--- config.mk ---
export PLATFORM = sky130hd
export DESIGN_NAME = lapedge_ctrl
export DESIGN_NICKNAME = d
export VERILOG_FILES = /design/src/lapedge_pkg.sv /design/src/lapedge_ctrl.sv
export SDC_FILE = /design/constraint.sdc
export NUM_CORES = 1
export LEC_CHECK = 0
export ABC_AREA = 0
export BUFFER_PORTS_ARGS = -buffer_cell sky130_fd_sc_hd__buf_2
export CAP_MARGIN = 15
export CORE_ASPECT_RATIO = 0.6
export CORE_MARGIN = 1
export CORE_UTILIZATION = 40
export CTS_BUF_LIST = sky130_fd_sc_hd__clkbuf_8 sky130_fd_sc_hd__clkbuf_16
export DETAILED_ROUTE_END_ITERATION = 6
export SYNTH_ARGS = -nofsm -noshare
export SYNTH_HDL_FRONTEND = slang
export SYNTH_SLANG_ARGS = --single-unit
--- constraint.sdc ---
create_clock -name i_clk -period 5.9 [get_ports i_clk]
set_input_delay 0.295 -clock i_clk [delete_from_list [all_inputs] [get_ports i_clk]]
set_output_delay 0.295 -clock i_clk [all_outputs]
set_load 0.005 [all_outputs]
--- src/lapedge_pkg.sv ---
// Shared types, sizes and constants of the Laplacian edge threshold core.
package lapedge_pkg;

    // Frame limits
    localparam int MAX_WIDTH  = 1024;
    localparam int MAX_HEIGHT = 4096;

    // Counter and size widths derived from the frame limits
    localparam int COL_W = (MAX_WIDTH > 1) ? $clog2(MAX_WIDTH) : 1;
    localparam int ROW_W = (MAX_HEIGHT > 1) ? $clog2(MAX_HEIGHT) : 1;
    localparam int WID_W = $clog2(MAX_WIDTH + 1);
    localparam int HGT_W = $clog2(MAX_HEIGHT + 1);
    localparam int LAG_W = $clog2(MAX_WIDTH + 2);

    // Configuration register widths and reset values
    localparam int CFG_IDX_W  = 2;
    localparam int CFG_DATA_W = 13;
    localparam int IMG_W_W    = 11;
    localparam int IMG_H_W    = 13;
    localparam int THR_W      = 8;

    localparam logic [IMG_W_W-1:0] IMG_W_RST = 11'd1024;
    localparam logic [IMG_H_W-1:0] IMG_H_RST = 13'd1024;
    localparam logic [THR_W-1:0]   THR_RST   = 8'd128;

    typedef enum logic [CFG_IDX_W-1:0] {
        CFG_IMAGE_WIDTH    = 2'd0,
        CFG_IMAGE_HEIGHT   = 2'd1,
        CFG_EDGE_THRESHOLD = 2'd2
    } t_cfg_idx;

    typedef enum logic {
        OP_PIXEL = 1'b0,
        OP_DRAIN = 1'b1
    } t_op;

    // Luma weights, Q0.16
    localparam logic [15:0] LUMA_R = 16'd19595;
    localparam logic [15:0] LUMA_G = 16'd38470;
    localparam logic [15:0] LUMA_B = 16'd7471;

    // Result queue, depth must be a power of two
    localparam int RES_DEPTH = 8;
    localparam int RES_AW    = $clog2(RES_DEPTH);

    typedef struct packed {
        logic [7:0] red;
        logic [7:0] green;
        logic [7:0] blue;
    } t_pix;

    // One slot issued to the row stores
    typedef struct packed {
        logic             emit;
        logic [COL_W-1:0] addr;
        t_pix             pix;
        logic             col_first;
        logic             row_first;
        logic             col_last;
        logic             row_last;
    } t_slot;

    typedef struct packed {
        t_pix lap;
        logic frame_end;
    } t_lap;

    typedef struct packed {
        logic edge_mark;
        logic frame_end;
    } t_res;

endpackage

--- src/lapedge_ctrl.sv ---
// Position, lag and drain state; one row-store slot per pixel or pending drain.
module lapedge_ctrl
    import lapedge_pkg::*;
(
    input  logic             i_clk,
    input  logic             i_rst_n,
    input  logic             i_accept,
    input  t_op              i_op,
    input  t_pix             i_pix,
    input  logic [WID_W-1:0] i_width,
    input  logic [HGT_W-1:0] i_height,
    output logic             o_slot_valid,
    output t_slot            o_slot
);

    logic [COL_W-1:0] r_in_col, n_in_col, r_out_col, n_out_col;
    logic [ROW_W-1:0] r_in_row, n_in_row, r_out_row, n_out_row;
    logic [LAG_W-1:0] r_lag, n_lag, r_pending, n_pending;
    logic             r_draining, n_draining;

    logic             restart, drain_ok, is_slot, emit;
    logic [COL_W-1:0] in_col_b, out_col_b;
    logic [ROW_W-1:0] in_row_b, out_row_b;
    logic [LAG_W-1:0] lag_b, pend_b;
    logic             in_col_last, in_row_last, out_col_last, out_row_last;

    always_comb begin
        // a pixel during a drain drops what is pending and restarts the frame
        restart   = (i_op == OP_PIXEL) && r_draining;
        lag_b     = restart ? '0 : r_lag;
        pend_b    = restart ? '0 : r_pending;
        in_col_b  = restart ? '0 : r_in_col;
        in_row_b  = restart ? '0 : r_in_row;
        out_col_b = restart ? '0 : r_out_col;
        out_row_b = restart ? '0 : r_out_row;

        drain_ok = (r_pending != '0) &&
                   (r_draining || ((r_in_col == '0) && (r_in_row == '0)));
        is_slot  = (i_op == OP_PIXEL) || drain_ok;
        emit     = is_slot && (pend_b != '0) &&
                   (lag_b >= (LAG_W'(i_width) + LAG_W'(1)));

        in_col_last  = (WID_W'(in_col_b) + WID_W'(1)) >= i_width;
        in_row_last  = (HGT_W'(in_row_b) + HGT_W'(1)) >= i_height;
        out_col_last = (WID_W'(out_col_b) + WID_W'(1)) >= i_width;
        out_row_last = (HGT_W'(out_row_b) + HGT_W'(1)) >= i_height;

        o_slot_valid     = i_accept && is_slot;
        o_slot.emit      = emit;
        o_slot.addr      = in_col_b;
        o_slot.pix       = (i_op == OP_PIXEL) ? i_pix : '0;
        o_slot.col_first = (out_col_b == '0);
        o_slot.row_first = (out_row_b == '0);
        o_slot.col_last  = out_col_last;
        o_slot.row_last  = out_row_last;

        n_in_col   = r_in_col;
        n_in_row   = r_in_row;
        n_out_col  = r_out_col;
        n_out_row  = r_out_row;
        n_lag      = r_lag;
        n_pending  = r_pending;
        n_draining = r_draining;

        if (i_accept && is_slot) begin
            n_draining = (i_op == OP_DRAIN);
            n_out_col  = out_col_b;
            n_out_row  = out_row_b;
            if (emit) begin
                n_out_col = out_col_last ? '0 : out_col_b + COL_W'(1);
                if (out_col_last) begin
                    n_out_row = out_row_last ? '0 : out_row_b + ROW_W'(1);
                end
            end
            n_in_col = in_col_last ? '0 : in_col_b + COL_W'(1);
            n_in_row = in_row_b;
            if ((i_op == OP_PIXEL) && in_col_last) begin
                n_in_row = in_row_last ? '0 : in_row_b + ROW_W'(1);
            end
            n_lag = emit ? lag_b : lag_b + LAG_W'(1);
            if (i_op == OP_PIXEL) begin
                n_pending = emit ? pend_b : pend_b + LAG_W'(1);
            end else begin
                n_pending = emit ? pend_b - LAG_W'(1) : pend_b;
            end
            // last pending result gone: start the next frame clean
            if ((i_op == OP_DRAIN) && (n_pending == '0)) begin
                n_in_col   = '0;
                n_lag      = '0;
                n_draining = 1'b0;
            end
        end
    end

    always_ff @(posedge i_clk) begin
        if (!i_rst_n) begin
            r_in_col   <= '0;
            r_in_row   <= '0;
            r_out_col  <= '0;
            r_out_row  <= '0;
            r_lag      <= '0;
            r_pending  <= '0;
            r_draining <= 1'b0;
        end else begin
            r_in_col   <= n_in_col;
            r_in_row   <= n_in_row;
            r_out_col  <= n_out_col;
            r_out_row  <= n_out_row;
            r_lag      <= n_lag;
            r_pending  <= n_pending;
            r_draining <= n_draining;
        end
    end

    a_pending_within_lag: assert property (@(posedge i_clk) disable iff (!i_rst_n)
        r_pending <= r_lag)
        else $error("pending count above lag count");

    a_idle_is_clean: assert property (@(posedge i_clk) disable iff (!i_rst_n)
        (r_pending == '0) |-> ((r_lag == '0) && !r_draining))
        else $error("no result pending but lag or drain state left over");

endmodule

Word level (Yosys, flattened, before mapping)
Index checks and enable logic that the tools add are counted.
Widths: inputs -> output; s select.
Word-level totals
  bits in registers: 67
  latch bits: 0
  RAM bits: 0
  bits in read-only memories: 0
  input port bits: 52
  logic and storage cells: 65
  memories: 0
Operators by class
  $add $sub $neg: 12
  $mul: 0
  divide/modulo/power cells: 0
  $lt $le $gt $ge: 5
  equality and inequality tests: 0
  shifts and indexed selects: 0
  mux-type cells: 23
  bitwise operators: 1
  reductions and logical operators: 17
Operators by type and width (count)
  $mux 11: 8
  $mux 12: 7
  $mux 10: 6
  $add 11x1->11 const B: 3
  $ge 11x11->1: 3
  $add 12x1->13 const B: 2
  $ge 13x13->1: 2
  $add 12x1->12 const B: 2
  $logic_not 12->1: 2
  $mux 24: 1
  $add 10x1->11 const B: 2
  $reduce_bool 11->1: 2
  $add 10x1->10 const B: 2
  $logic_not 10->1: 2
  $logic_not 11->1: 1
  $sub 11x1->11 const B: 1
  $logic_and 1x1->1: 8
  $logic_or 1x1->1: 2
  $mux 1: 1
  $not 1->1: 1

Longest topological paths before layout
  depth in word-level cells: 13
  gate-level depth with buffers: 24
  depth with buffers taken out: 18

Worst setup path after synthesis
No wires, ideal clock.
  kind: register -> register
  start: register r_draining
  end: register r_in_row[10]
  library setup time: 0.074 ns
  arrival: 4.650 ns
  path slack: 1.177 ns
  cell stages (with the launch flop): 23
  cells stage by stage: dfxtp_1 nand2b_1 clkbuf_1 clkbuf_1 clkbuf_1 clkbuf_1 clkbuf_1 and2_1 ha_1 nand4_1 or3_1 a21oi_1 ha_1 a21oi_1 nor2b_1 o21ai_0 nand2b_1 a21oi_1 o21ai_0 a2111o_1 o211ai_1 nand4_1 o2bb2ai_1
Between the ends
  cells in the longest elaborated chain, start to end: 6
  elaborated cells between the ends (all ways): 15
RTL lines
  from (decl): line lapedge_ctrl.sv:19  | logic r_draining, n_draining;
  from (signal assigned): line lapedge_ctrl.sv:111  | r_draining <= n_draining;
  $logic_and 1x1->1: line lapedge_ctrl.sv:29  | restart = (i_op == OP_PIXEL) && r_draining;
  $mux 12 or $mux 10 (tied branches): line lapedge_ctrl.sv:33, lapedge_ctrl.sv:32
  $add 12x1->13 or $add 10x1->11 (tied branches): line lapedge_ctrl.sv:44, lapedge_ctrl.sv:43
  $ge 13x13->1 or $ge 11x11->1 (tied branches): line lapedge_ctrl.sv:44, lapedge_ctrl.sv:43
  $mux 12 or $logic_and 1x1->1 (tied branches): line lapedge_ctrl.sv:78, lapedge_ctrl.sv:77
  $mux 12: line lapedge_ctrl.sv:77  | if ((i_op == OP_PIXEL) && in_col_last) begin
  to (signal assigned): line lapedge_ctrl.sv:106  | r_in_row <= n_in_row;
  to (decl): line lapedge_ctrl.sv:17  | logic [ROW_W-1:0] r_in_row, n_in_row, r_out_row, n_out_row;
Parallel ways exist; a longest one is shown, timed or not.
A chain may end at the register's enable or synchronous reset.

Final worst setup path
  start: register r_draining
  end: register r_in_col[3]
Between the ends
  cells in the longest elaborated chain, start to end: 11
  elaborated cells between the ends (all ways): 25
RTL lines
  branches (longest 11 deep; another with $add 10x1->11)
  to (signal assigned): line lapedge_ctrl.sv:105  | r_in_col <= n_in_col;
  to (decl): line lapedge_ctrl.sv:16  | logic [COL_W-1:0] r_in_col, n_in_col, r_out_col, n_out_col;
Parallel ways; which one is timed is not known. The select of a mux whose other input is x is not followed.

==> impl_metrics.ini <==
[synthesis]
syn_nets = 950
ys_top_cells_by_area = dfxtp_1, ha_1, nand2_1
yosys.area.top_type = dfxtp_1
synth_xor_area_share_pct = 6.87
synth_area_um2 = 6370
synth_seq_cells = 67
yosysUniqueCellTypes = 68
synth_edf_count = 0
async_flop_share_pct = 0
synthAdderAreaFrac_pct = 13.5
syn_inst = 829
synth_mux_area_share_pct = 0.314
synthSimpleGateAreaFrac_pct = 29.3
synth_compound_area_share_pct = 22.3
synth_area_per_cell_um2 = 7.69
yosysSeqAreaShare_pct = 21.0
synth.top_cell.area_share_pct = 21.0
ys_warn_count = 0
synthFlopType = dfxtp_1
synth_top_family_by_area = simple AND/OR/NAND/NOR gates

[timing]
rsz0062_at_grt = no
skew_ns = 0.0131
final.setup.tns_ns = 0
maxSlewViolCount = 0
post-route-period-util_pct = 78.6
hold_viol = 0
finalSetupViolCount = 0
layout_min_cycle_time_ns = 4.64
fmax_ghz = 0.216
worst_pin_slew_ns = 1.09
slew_headroom_pct = 26.7

[critical_path]
rrSetupSlack_ns = 1.26
critPathLaunchType = flop
arrival_ns = 4.87
crit_end = r_in_col[3]$_SDFFE_PN0P_
startpoint = r_draining$_SDFFE_PN0P_
crit_required_ns = 6.13
r2r_start = r_draining$_SDFFE_PN0P_
r2r_cells = 13
rr_endpoint = r_in_col[3]$_SDFFE_PN0P_
endpoint_kind = flop
crit_path_max_fanout = 42
path_class = flop to flop

[floorplanning]
die_w_um = 165
die-area_um2 = 16500
start_util_pct = 41.2
die_y_um = 99.8
core_area_um2 = 15500
io_pins = 92
core.rowCount = 35

[clock_network]
post_cts_resized = 0
clockBufferDepth = 2
path_clk_slew_ns = 0.07
cts_tree = yes
clock_sinks = 67
clock_latency_ns = 0.34
holdBufCountCts = 0
numCtsBuffers = 9
cts_root_buf = clkbuf_16
cts_setup_buffers = 0
cts_max_level = 3

[power]
switching_share_pct = 29.3
switching_power_uw = 381
p_seq_share_pct = 35.8
pwr-share-comb_pct = 17.7
max-vdd-ir-drop_uv = 111
cellLeakagePower_uw = 0.00340
internal_power_uw = 919
p_per_area_nw_per_um2 = 179
p_clk_share_pct = 46.5

[run_status]
status = completed

[global_routing]
antenna_found_initial = 0
grt_remaining_overflow = 0
grt_pass1_wl_um = 30400
grt_max_degree = 49
grt_use_total_pct = 23.8
grt_pass1_vias = 5487

[cells_and_area]
num_antenna_cells = 0
multi_input_area_um2 = 4620
nFillCells = 1527
syn2layout_area_growth_pct = 14.0
fin_nets = 1017
regArea_um2 = 1340
drive_gt1_share_pct = 15.1
fin_area_um2 = 7260

[routing]
antenna_left = 0
routed_wl_um = 19000
vias = 6253
drc = 0
vias_per_cell = 5.66
drtIter0Drc = 582
first_pass_iters = 6
wl_per_cell_um = 17.2

[place]
placed_area_um2 = 6930
io_buffers = 91
gp_congestion = 0.940
post-dp-hpwl_um = 14500

[job]
maxCapViolCount = 0

[worst_hold_path]
hold_class = input pin to flop
[metal layers]
metal | up-vias | track usage (%) | wire length (µm)
li1 | 3120 | - | -
met1 | 2843 | 40.2 | 10500
met2 | 279 | 28.5 | 6600
met3 | 11 | 6.07 | 1770
met4 | 0 | 3.81 | 140
met5 | - | 0 | 0
[critical path, stage by stage, from the launching register on]
cell	delay, ns
dfxtp_1	0.46
nand2b_2	0.48
and2_1	0.40
ha_1	0.31
and3_1	0.20
a221o_1	0.36
nand2_1	0.09
o211a_1	0.48
nor2_1	0.24
a221o_1	0.40
a211oi_2	0.35
and4_4	0.36
nor2_4	0.11
a32o_1	0.26
[synth_stat cells, drive strengths merged (5+ instances only)]
cell / n
a211oi: 7
a21boi: 13
a21o: 20
a21oi: 27
a22o: 12
a22oi: 10
a32o: 12
and2: 30
and3: 19
and4: 6
buf: 17
clkbuf: 26
dfxtp: 67
ha: 69
inv: 55
nand2: 78
nand2b: 8
nand3: 50
nand4: 12
nor2: 55
nor2b: 40
nor3: 19
nor3b: 5
nor4: 14
o211ai: 12
o21ai: 30
o2bb2ai: 8
or3: 7
xnor2: 30
xor2: 20
[flip-flops by register name, summed over array words and instances, names as in the netlist]
register,cells
r_lag,11
r_out_row,12
r_out_col,10
r_in_col,10
r_in_row,12
r_draining,1
r_pending,11
[how the worst min path moves through the flow]
| stage | start | end | slack (ns) | depth (start not counted) |
|---|---|---|---|---|
| finish | i_accept | r_pending[0]$_SDFFE_PN0P_ | 0.34 | 3 |
| global route | i_accept | r_pending[0]$_SDFFE_PN0P_ | 0.35 | 3 |
| CTS | i_accept | r_pending[0]$_SDFFE_PN0P_ | 0.33 | 3 |
| detailed placement | r_lag[1]$_SDFFE_PN0P_ | r_lag[1]$_SDFFE_PN0P_ | 0.47 | 1 |
| global placement | r_lag[1]$_SDFFE_PN0P_ | r_lag[1]$_SDFFE_PN0P_ | 0.47 | 1 |
| floorplan | r_lag[4]$_SDFFE_PN0P_ | r_lag[4]$_SDFFE_PN0P_ | 0.44 | 2 |
[cells by family (layout without fill, tap and decap cells)]
| family | count (synthesis) | after routing |
|---|---|---|
| AOI/OAI and AO/OA | 192 | 192 |
| xor gates and xnor gates | 50 | 50 |
| adders and majority gates | 69 | 69 |
| buffers and inverters | 98 | 170 |
| DFF | 67 | 67 |
| muxes | 2 | 2 |
| and+or+nand+nor | 351 | 351 |
[cell usage in the layout (no fill, tap or decap), types with 5 or more instances in the layout]
cell type	count
buf_2	91
nand2_1	77
ha_1	69
dfxtp_1	67
inv_1	55
nor2_1	53
nand3_1	49
nor2b_1	40
xnor2_1	30
and2_1	29
o21ai_0	28
a21oi_1	27
xor2_1	20
a21o_1	20
and3_1	19
nor3_1	17
nand4_1	12
a21boi_0	12
a32o_1	12
a22o_1	12
nor4_1	11
o211ai_1	10
a22oi_1	10
clkbuf_16	9
o2bb2ai_1	8
buf_4	8
nand2b_1	7
or3_1	5
a211oi_2	5
and4_1	5
nor3b_1	5
[layout make-up]
type	instances	area share, %
clock buffer	9	3.10
tap	203	3.50
timing repair buffer	99	7.10
multi-input combinational	664	63.6
inverter	55	2.84
sequential	67	18.5
clock inverter	7	1.45
[power groups by stage]
stage	clock network [µW]	logic [µW]	registers (µW)
floorplan	0	156	473
global placement	0	226	475
detailed placement	0	225	476
CTS	615	227	465
global route	638	255	467
finish	604	230	466
[stage by stage]
step	hold WS [ns]	power (µW)	util [%]	setup WS [ns]	instances
finish	0.342	1300	47.0	1.26	1104
global route	0.353	1360	47.0	0.842	1104
CTS	0.326	1310	47.0	1.31	1104
detailed placement	0.474	701	44.9	1.24	1088
global placement	0.469	702	44.9	1.25	1088
floorplan	0.440	628	-	1.18	829
(Power assumes the default switching activity.)
