### src/lapedge_pkg.sv
// Shared types, sizes and constants of the Laplacian edge threshold core.
package lapedge_pkg;

    // Frame limits
    localparam int MAX_WIDTH  = 1024;
    localparam int MAX_HEIGHT = 4096;

    // Counter and size widths derived from the frame limits
    localparam int COL_W = (MAX_WIDTH > 1) ? $clog2(MAX_WIDTH) : 1;
    localparam int ROW_W = (MAX_HEIGHT > 1) ? $clog2(MAX_HEIGHT) : 1;
    localparam int WID_W = $clog2(MAX_WIDTH + 1);
    localparam int HGT_W = $clog2(MAX_HEIGHT + 1);
    localparam int LAG_W = $clog2(MAX_WIDTH + 2);

    // Configuration register widths and reset values
    localparam int CFG_IDX_W  = 2;
    localparam int CFG_DATA_W = 13;
    localparam int IMG_W_W    = 11;
    localparam int IMG_H_W    = 13;
    localparam int THR_W      = 8;

    localparam logic [IMG_W_W-1:0] IMG_W_RST = 11'd1024;
    localparam logic [IMG_H_W-1:0] IMG_H_RST = 13'd1024;
    localparam logic [THR_W-1:0]   THR_RST   = 8'd128;

    typedef enum logic [CFG_IDX_W-1:0] {
        CFG_IMAGE_WIDTH    = 2'd0,
        CFG_IMAGE_HEIGHT   = 2'd1,
        CFG_EDGE_THRESHOLD = 2'd2
    } t_cfg_idx;

    typedef enum logic {
        OP_PIXEL = 1'b0,
        OP_DRAIN = 1'b1
    } t_op;

    // Luma weights, Q0.16
    localparam logic [15:0] LUMA_R = 16'd19595;
    localparam logic [15:0] LUMA_G = 16'd38470;
    localparam logic [15:0] LUMA_B = 16'd7471;

    // Result queue, depth must be a power of two
    localparam int RES_DEPTH = 8;
    localparam int RES_AW    = $clog2(RES_DEPTH);

    typedef struct packed {
        logic [7:0] red;
        logic [7:0] green;
        logic [7:0] blue;
    } t_pix;

    // One slot issued to the row stores
    typedef struct packed {
        logic             emit;
        logic [COL_W-1:0] addr;
        t_pix             pix;
        logic             col_first;
        logic             row_first;
        logic             col_last;
        logic             row_last;
    } t_slot;

    typedef struct packed {
        t_pix lap;
        logic frame_end;
    } t_lap;

    typedef struct packed {
        logic edge_mark;
        logic frame_end;
    } t_res;

endpackage

### src/lapedge_result.sv
// Luma weighting, threshold compare and result queue toward the output stream.
module lapedge_result
    import lapedge_pkg::*;
(
    input  logic              i_clk,
    input  logic              i_rst_n,
    input  logic              i_lap_valid,
    input  t_lap              i_lap,
    input  logic [THR_W-1:0]  i_thresh,
    output logic              o_res_valid,
    output t_res              o_res,
    input  logic              i_res_ready,
    output logic [RES_AW:0]   o_level
);

    logic [7:0]        r_luma;
    logic              r_luma_valid, r_luma_end;
    t_res              r_fifo [RES_DEPTH];
    logic [RES_AW-1:0] r_wr_ptr, r_rd_ptr;
    logic [RES_AW:0]   r_count, n_count;
    logic [25:0]       luma_sum;
    logic              wr, rd;

    assign luma_sum = 26'(LUMA_R) * 26'(i_lap.lap.red)
                    + 26'(LUMA_G) * 26'(i_lap.lap.green)
                    + 26'(LUMA_B) * 26'(i_lap.lap.blue);

    assign wr          = r_luma_valid;
    assign o_res_valid = (r_count != '0);
    assign rd          = o_res_valid && i_res_ready;
    assign o_res       = r_fifo[r_rd_ptr];
    assign o_level     = r_count + (RES_AW + 1)'(r_luma_valid);

    always_comb begin
        n_count = r_count;
        if (wr && !rd) begin
            n_count = r_count + (RES_AW + 1)'(1);
        end else if (!wr && rd) begin
            n_count = r_count - (RES_AW + 1)'(1);
        end
    end

    always_ff @(posedge i_clk) begin
        if (!i_rst_n) begin
            r_luma_valid <= 1'b0;
            r_wr_ptr     <= '0;
            r_rd_ptr     <= '0;
            r_count      <= '0;
        end else begin
            r_luma_valid <= i_lap_valid;
            r_count      <= n_count;
            if (wr) begin
                r_wr_ptr <= r_wr_ptr + RES_AW'(1);
            end
            if (rd) begin
                r_rd_ptr <= r_rd_ptr + RES_AW'(1);
            end
        end
    end

    always_ff @(posedge i_clk) begin
        if (i_lap_valid) begin
            r_luma     <= luma_sum[23:16];
            r_luma_end <= i_lap.frame_end;
        end
        if (wr) begin
            r_fifo[r_wr_ptr].edge_mark <= (r_luma > i_thresh);
            r_fifo[r_wr_ptr].frame_end <= r_luma_end;
        end
    end

    a_no_overflow: assert property (@(posedge i_clk) disable iff (!i_rst_n)
        wr |-> (r_count < (RES_AW + 1)'(RES_DEPTH)))
        else $error("result queue written while full");

endmodule

### config.mk
export PLATFORM = sky130hd
export DESIGN_NAME = lapedge_result
export DESIGN_NICKNAME = d
export VERILOG_FILES = /design/src/lapedge_pkg.sv /design/src/lapedge_result.sv
export SDC_FILE = /design/constraint.sdc
export NUM_CORES = 1
export LEC_CHECK = 0
export ABC_AREA = 1
export BUFFER_PORTS_ARGS = -buffer_cell sky130_fd_sc_hd__buf_2
export CAP_MARGIN = 20
export CELL_PAD_IN_SITES_DETAIL_PLACEMENT = 1
export CELL_PAD_IN_SITES_GLOBAL_PLACEMENT = 2
export CORE_MARGIN = 5
export CORE_UTILIZATION = 40
export CTS_CLUSTER_SIZE = 28
export DETAILED_ROUTE_END_ITERATION = 6
export PLACE_DENSITY_LB_ADDON = 0.08
export SLEW_MARGIN = 20
export SYNTH_ARGS = -nofsm -noshare
export SYNTH_HDL_FRONTEND = slang
export SYNTH_SLANG_ARGS = --single-unit
export TNS_END_PERCENT = 1
### constraint.sdc
create_clock -name i_clk -period 19.05 [get_ports i_clk]
set_input_delay 0.9525 -clock i_clk [delete_from_list [all_inputs] [get_ports i_clk]]
set_output_delay 0.9525 -clock i_clk [all_outputs]
set_load 0.01 [all_outputs]
# Word level (Yosys, flattened, before mapping)
# Memory sizes are Yosys's and may differ from the RTL's. A register that Yosys moved wholly into a read port is not among the register bits.
# Cells that the tools add are included.
# totals
reg_bits	20
latch_bits	0
ramBits	16
rom_bits	0
inputBits	37
out_inout_bits	7
word_cells	31
n_memories	1
# mem_list
name	depth	width	read_ports	rd_ports_with_merged_regs	write_ports	line	rtl
r_fifo	8	2	1	1	1	lapedge_result.sv:18	t_res r_fifo [RES_DEPTH];
# op_classes
addsub	7
mul	3
div	0
n_lt_le_gt_ge	1
eq_ne	0
shifts	0
mux	6
n_bitwise	0
n_reduce_logical	7
# ops
cell	count
15-bit by 8-bit multiplier with 23-bit output, first input constant	2
23-bit by 24-bit adder with 24-bit output	1
24-bit by 21-bit adder with 24-bit output	1
13-bit by 8-bit multiplier with 21-bit output, first input constant	1
8-bit greater-than comparator	1
4-bit two-way mux	2
3-bit by 1-bit adder with 3-bit output, second input constant	2
3-bit two-way mux	2
4-bit by 1-bit adder with 4-bit output	1
4-bit by 1-bit adder with 4-bit output, second input constant	1
4-bit nonzero test	1
4-bit by 1-bit subtractor with 4-bit output, second input constant	1
1-bit logical AND	3
1-bit logical NOT	2
1-bit two-way mux	2
2-bit nonzero test	1

# Depth between registers and ports, before layout
# Gate-level depths: netlist (run 1).
# logic_depth
word_depth	5
mapped_depth	32
ltp_nobuf	32

# Worst setup path after synthesis (run 1)
# Ideal clock, no wire load.
# synth_timing
kind	input port to flip-flop
start	in i_lap[15] (netlist name)
end	reg r_luma[1] (data pin)
setup_ps	256
arrival_time_ps	6487
t_required_ps	18794
path_slack_ps	12307
path_stages	27
path_buffers	0
path_cell_list	inv_1 -> ha_1 -> ha_1 -> or2_2 -> fa_1 -> fa_1 -> ha_1 -> nand2_1 -> nor2_2 -> nand4_1 -> o21ai_2 -> xor2_1 -> fa_1 -> fa_1 -> inv_1 -> fa_1 -> fa_1 -> inv_1 -> ha_1 -> nand2_1 -> nor2_1 -> inv_2 -> nor2_1 -> a21boi_2 -> nor2_1 -> nand2_1 -> nand2_1
# synth_via
elab_chain_cells	3
# synth_rtl
item	line	rtl
start, declared	lapedge_result.sv:8	input t_lap i_lap,
15-bit by 8-bit multiplier with 23-bit output	lapedge_result.sv:25	+ 26'(LUMA_G) * 26'(i_lap.lap.green)
23-bit by 24-bit adder with 24-bit output	lapedge_result.sv:25	
24-bit by 21-bit adder with 24-bit output	lapedge_result.sv:26	+ 26'(LUMA_B) * 26'(i_lap.lap.blue);
named net luma_sum[17]	lapedge_result.sv:21	logic [25:0] luma_sum;
end signal, assigned	lapedge_result.sv:63	r_luma <= luma_sum[23:16];
end, declared	lapedge_result.sv:16	logic [7:0] r_luma;
# The timed path passes the listed nets, and every way through them passes these cells.
# A chain may end at the register's enable or synchronous reset.

# Worst setup path after layout (run 1)
# layout_timing
start	in i_lap[15] (netlist name)
end	reg r_luma[3] (data pin)
# The elaborated chain is that of the path after synthesis.

==> impl_metrics.json, run 1 <==
{
  "status": "finished clean",
  "timing_max_transition_violations_final": 0,
  "cts_tree": "yes",
  "synthesis.yosys.warnings": 0,
  "drtPass1Iterations": 5,
  "syn_area_per_cell_um2": 8.26,
  "synthMuxAreaShare_pct": 0,
  "multi_input_gate_area_mm2": 0.00651,
  "placeableCoreArea_mm2": 0.0212,
  "tightest_slew_ps": 767,
  "fillerInstances": 2648,
  "synth_seq_area_share_pct": 11.9,
  "synth_top_family_by_area": "adder cells",
  "first_global_vias": 7068,
  "finalClockSkew_ps": 4.09,
  "timing.critical_path.arrival_ps": 7270,
  "first_iter_violations": 230,
  "fin_setup_tns_ps": 0,
  "fin_crit_sh_pct": 38.0,
  "num_vias": 6502,
  "dieWidth_um": 157,
  "totalWireLength_um": 22300,
  "rows": 53,
  "hp-class": "reg2reg",
  "final_antenna_net_count": 0,
  "h-tree-depth": 2,
  "clk_slew_on_worst_s_h_paths_ps": 60,
  "relSlewSlack_pct": 48.6,
  "grt_setup_unrepaired": "no",
  "post-route-drc-count": 0,
  "die_area_mm2": 0.0247,
  "achievable-frequency_ghz": 0.138,
  "clock_insertion_delay_at_the_later_pin_of_the_skew_report_ps": 280,
  "floorplan.initialDensity_pct": 40.9,
  "synthXorXnorAreaFrac_pct": 1.72,
  "timing.rr.start": "r_count[0]",
  "cts_bufs_inserted": 5,
  "max-clock-path-buffers": 2,
  "synth_simple_gate_area_share_pct": 15.6,
  "worst_setup_path_end_kind": "register",
  "grtUsageTotal_pct": 18.8,
  "cts_sinks": 39,
  "setup_viol": 0,
  "yosys.area_share.adder_pct": 52.3,
  "area_of_the_mapped_netlist_mm2": 0.00865,
  "grt_pass1_wl_um": 36500,
  "design.final.nets": 1421,
  "worstRegToRegCells": 15,
  "dp_worst_setup_slack_ps": 11520,
  "post_cts_setup_buffer_count": 0,
  "placement.io_buffers": 43,
  "post_cts_resize_count": 0,
  "clock_tree.root_cell": "sky130_fd_sc_hd__clkbuf_16",
  "diode_count": 0,
  "compound_gate_fraction_of_synth_area_pct": 5.70,
  "globalRoute.totalOverflow": 0,
  "dp_hpwl_um": 20300,
  "r2r_setup_slack_ps": 17030,
  "hold_end": "r_rd_ptr[2]",
  "die_height_um": 157,
  "grt_start_max_net_pins": 14,
  "route.detailed.vias_per_inst": 4.75,
  "min_period_ps": 7230,
  "io_pins": 44,
  "replace_congestion": 0.876,
  "yosys.cell_types.count": 33,
  "hold-path-cell-count": 2,
  "max_cap_viol_count": 0,
  "fin_worst_hold_slack_ps": 459,
  "final_core_util_pct": 44.2,
  "critical_path_required_ps": 19090,
  "setup_ws_ps": 11820,
  "share_of_cells_above_drive_strength_1_pct": 6.67,
  "drt-wirelength-per-cell_um": 16.3,
  "min-delay-start": "r_rd_ptr[2]",
  "syn_nets": 1374,
  "area_taken_by_flip_flops_and_latches_mm2": 0.00103,
  "area_delta_synth_final_pct": 8.26,
  "synth.ff_latch_count": 39,
  "hold_buffers": 0,
  "worstSetupPathType": "in2reg",
  "layout.cells.most_common": "sky130_fd_sc_hd__inv_1",
  "regToRegEndpoint": "r_count[3]",
  "critical_path_peak_fanout": 7,
  "grt_antenna_before_repair": 0,
  "finalHoldViolations": 0,
  "most_used_cells_in_the_layout_excluding_fill_and_tap_cells": "287 x sky130_fd_sc_hd__inv_1, 171 x sky130_fd_sc_hd__ha_1, 161 x sky130_fd_sc_hd__nand2_1",
  "postSynthCellCount": 1047,
  "setup.worst_path.start_class": "input port"
}
metal layers:
metal	part of all wire (%)	GRT usage, %	routed length (um)	vias up
li1	-	-	-	3330
met1	49	26.9	10900	3087
met2	48	32.3	10700	69
met3	2.0	0.880	454	16
met4	1.2	3.40	277	0
met5	0	0	0	-
Yosys cell counts:
master	number	area share, %
sky130_fd_sc_hd__o21ai_0	27	1.6
sky130_fd_sc_hd__dfxtp_1	14	3.2
sky130_fd_sc_hd__o21ai_2	2	0.20
sky130_fd_sc_hd__nor2_2	5	0.36
sky130_fd_sc_hd__nor3_2	1	0.12
sky130_fd_sc_hd__buf_2	2	0.12
sky130_fd_sc_hd__a21boi_2	1	0.13
sky130_fd_sc_hd__inv_1	287	12
sky130_fd_sc_hd__nand3_2	1	0.12
sky130_fd_sc_hd__edfxtp_1	25	8.7
sky130_fd_sc_hd__o22ai_1	3	0.22
sky130_fd_sc_hd__nand2_2	7	0.51
sky130_fd_sc_hd__and2_1	1	0.072
sky130_fd_sc_hd__o21bai_1	4	0.35
sky130_fd_sc_hd__clkbuf_1	1	0.043
sky130_fd_sc_hd__fa_1	119	28
sky130_fd_sc_hd__ha_1	171	25
sky130_fd_sc_hd__nor2_1	75	3.3
sky130_fd_sc_hd__nand2_1	161	7.0
sky130_fd_sc_hd__xor2_1	15	1.5
sky130_fd_sc_hd__a21o_1	2	0.17
sky130_fd_sc_hd__nand3_1	42	2.4
sky130_fd_sc_hd__clkinv_1	1	0.043
sky130_fd_sc_hd__o21a_1	2	0.17
sky130_fd_sc_hd__a31oi_1	4	0.29
sky130_fd_sc_hd__o21ai_1	2	0.12
sky130_fd_sc_hd__a21oi_1	43	2.5
sky130_fd_sc_hd__nand3b_1	2	0.17
sky130_fd_sc_hd__nor3_1	6	0.35
sky130_fd_sc_hd__inv_2	2	0.087
sky130_fd_sc_hd__xnor2_1	2	0.20
sky130_fd_sc_hd__nand4_1	14	1.0
sky130_fd_sc_hd__or2_2	3	0.22
final cells by class:
cell class                      count  share of cell area [%]
Clock inverter                      3                   0.468
Clock buffer                        5                    1.34
Inverter                          290                    11.6
Sequential cell                    39                    11.0
Tap cell                          275                    3.68
Multi-Input combinational cell    715                    69.6
Timing Repair Buffer               43                    2.30
flip-flops by register name, indices dropped and copies added, names as in the netlist, named ones only:
register,flops
r_rd_ptr,3
r_luma_end,1
r_count,4
r_luma,8
r_luma_valid,1
r_wr_ptr,3
r_fifo,16
metrics by stage:
stage | instances | area, um^2
after floorplan | 1047 | 8650
after CTS | 1370 | 9360
after global routing | 1370 | 9360
final | 1370 | 9360
after detailed placement | 1362 | 9190
after global placement | 1362 | 9190
cells by family after synthesis:
logic type               Yosys count
AO/OA/AOI/OAI                     90
XOR/XNOR                          17
adder cells (fa/ha/maj)          290
buffers and inverters            293
flip-flops                        39
AND/OR/NAND/NOR                  318
worst max-delay path, stage by stage:
cell and delay [ps]:
sky130_fd_sc_hd__buf_2 180, sky130_fd_sc_hd__inv_1 70, sky130_fd_sc_hd__ha_1 210, sky130_fd_sc_hd__ha_1 170, sky130_fd_sc_hd__or2_2 310, sky130_fd_sc_hd__fa_1 420
sky130_fd_sc_hd__fa_1 460, sky130_fd_sc_hd__ha_1 360, sky130_fd_sc_hd__nand2_1 100, sky130_fd_sc_hd__nor2_2 120, sky130_fd_sc_hd__nand4_1 100, sky130_fd_sc_hd__o21ai_2 260
sky130_fd_sc_hd__xor2_1 270, sky130_fd_sc_hd__fa_1 480, sky130_fd_sc_hd__fa_1 510, sky130_fd_sc_hd__inv_1 50, sky130_fd_sc_hd__fa_1 480, sky130_fd_sc_hd__fa_1 560
sky130_fd_sc_hd__inv_1 50, sky130_fd_sc_hd__ha_1 330, sky130_fd_sc_hd__nand2_1 110, sky130_fd_sc_hd__nor2_1 180, sky130_fd_sc_hd__inv_2 70, sky130_fd_sc_hd__nor3_2 150
sky130_fd_sc_hd__nand4_1 150, sky130_fd_sc_hd__nand4_1 110, sky130_fd_sc_hd__nand2_1 50
worst max-delay path by stage:
stage                   start   endpoint  slack, ps  cells after the start
floorplan           i_lap[15]  r_luma[1]      12310                     27
global placement    i_lap[15]  r_luma[1]      11700                     28
detailed placement  i_lap[15]  r_luma[3]      11520                     27
CTS                 i_lap[15]  r_luma[3]      11800                     27
global route        i_lap[15]  r_luma[5]      11410                     27
finish              i_lap[15]  r_luma[3]      11820                     27
Power of run 1 is left out: the tool's default activity adds up to more than one toggle a clock period on the data nets, which glitch-free logic cannot reach.
==> run 2: changes to the inputs <==
- CORE_UTILIZATION: 40 -> 39
- clock period: 19.05 -> 7.36 ns (I/O delays scaled with it)
==> run 2 against run 1 <==
Compared with the run above: hold slack lost 190 ps; register-to-register slack lost 12000 ps; non-clock buffer count unchanged.
==> impl_metrics.json, run 2 (synthesis results as in run 1) <==
{
  "die_height_um": 159,
  "flip_flop_count_of_the_largest_register_after_layout": 16,
  "max_cap_viol_count": 0,
  "critical_path_required_ps": 7400,
  "fin_worst_hold_slack_ps": 273,
  "crit_path_frequent_cell": "sky130_fd_sc_hd__fa_1",
  "replace_congestion": 0.873,
  "grt_antenna_before_repair": 0,
  "design.final.nets": 1421,
  "first_global_vias": 7204,
  "final_antenna_net_count": 0,
  "drt-wirelength-per-cell_um": 16.3,
  "critPathSlowestCell": "sky130_fd_sc_hd__fa_1",
  "h-tree-depth": 2,
  "cts_tree": "yes",
  "tightest_slew_ps": 756,
  "setup_ws_ps": 693,
  "dieWidth_um": 159,
  "status": "finished clean",
  "post_cts_resize_count": 0,
  "most_used_cells_in_the_layout_excluding_fill_and_tap_cells": "287 x sky130_fd_sc_hd__inv_1, 171 x sky130_fd_sc_hd__ha_1, 161 x sky130_fd_sc_hd__nand2_1",
  "worst_setup_path_end_kind": "register",
  "share_of_cells_above_drive_strength_1_pct": 6.67,
  "totalWireLength_um": 22400,
  "achievable-frequency_ghz": 0.150,
  "timing_max_transition_violations_final": 0,
  "layout.cells.non_filler": 1375,
  "dp_worst_setup_slack_ps": 396,
  "setup.worst_path.start_class": "input port",
  "placement.io_buffers": 43,
  "finalHoldViolations": 0,
  "first_iter_violations": 187,
  "die_area_mm2": 0.0252,
  "post-route-drc-count": 0,
  "num_vias": 6505,
  "grt_setup_unrepaired": "no",
  "route.detailed.vias_per_inst": 4.73,
  "area_delta_synth_final_pct": 8.10,
  "hold_buffers": 0,
  "drtPass1Iterations": 4,
  "floorplan.initialDensity_pct": 39.6,
  "clock_insertion_delay_at_the_later_pin_of_the_skew_report_ps": 280,
  "diode_count": 0,
  "min_period_ps": 6670,
  "grt_start_max_net_pins": 15,
  "clk_slew_on_worst_s_h_paths_ps": 60,
  "dp_hpwl_um": 20600,
  "grtUsageTotal_pct": 18.1,
  "worstSetupPathType": "in2reg",
  "setup_viol": 0,
  "relSlewSlack_pct": 49.3,
  "hp-class": "in2reg",
  "cts_sinks": 39,
  "fin_crit_sh_pct": 90.6,
  "post_cts_setup_buffer_count": 0,
  "clock_tree.root_cell": "sky130_fd_sc_hd__clkbuf_16",
  "globalRoute.totalOverflow": 0,
  "io_pins": 44,
  "placeableCoreArea_mm2": 0.0218,
  "dp_cells": 1367,
  "timing.critical_path.arrival_ps": 6710,
  "critical_path_peak_fanout": 7,
  "finalClockSkew_ps": 5.48,
  "max-clock-path-buffers": 2,
  "critical_path.max_stage_delay_ps": 540,
  "fin_setup_tns_ps": 0,
  "grt_pass1_wl_um": 37200,
  "layout.cells.most_common": "sky130_fd_sc_hd__inv_1",
  "rows": 54,
  "layout_top_registers": "r_fifo x16, r_luma x8, r_count x4",
  "cts_bufs_inserted": 5,
  "regMostFlops": "r_fifo"
}
-- run 2: cell types whose count changed in the layout (fill, tap and decap cells not counted), sizes merged --
cell      delta
inv          +1
clkinvlp     +2
bufinv       -1
clkinv       -2
-- run 2: area by class of cell --
| cell class | instances | area [um^2] |
|---|---|---|
| fill | 2679 | 12500 |
| tap | 280 | 350 |
| clock inverter | 3 | 23.8 |
| sequential | 39 | 1030 |
| timing repair buffer | 43 | 215 |
| clock buffer | 5 | 125 |
| multi-input combinational | 715 | 6510 |
| inverter | 290 | 1090 |
-- run 2: through the flow --
stage | area, um^2 | util, %
final | 9350 | 42.8
after global routing | 9350 | 42.8
after CTS | 9350 | 42.8
after detailed placement | 9200 | 42.1
after global placement | 9200 | 42.1
after floorplan | 8650 | -
-- run 2: routing by layer --
metal  part of all wire [%]  vias up  GRT usage [%]
met5                      0        -              0
met1                     49     3092           25.9
met2                     47       66           30.3
li1                       -     3331              -
met4                    1.7        0           3.96
met3                    1.9       16           1.24
-- run 2: path summary, 6_finish.rpt --
check / from / to / slack, ps / depth (start not counted)
max: i_lap[15] / r_luma[5] / 690 / 27
min: i_lap[0] / r_luma_end / 270 / 1
max reg2reg: r_count[1] / r_count[3] / 5290 / 15
min reg2reg: r_rd_ptr[2] / register / 460 / 2
-- run 2: worst max-delay path: cells and delay by family --
kind                     cells  cell delay (ps)
adder cells (fa/ha/maj)     10             3980
buffers and inverters        4              340
AND/OR/NAND/NOR             10             1370
AO/OA/AOI/OAI                2              360
XOR/XNOR                     1              280
Power of run 2 is left out for the same reason.
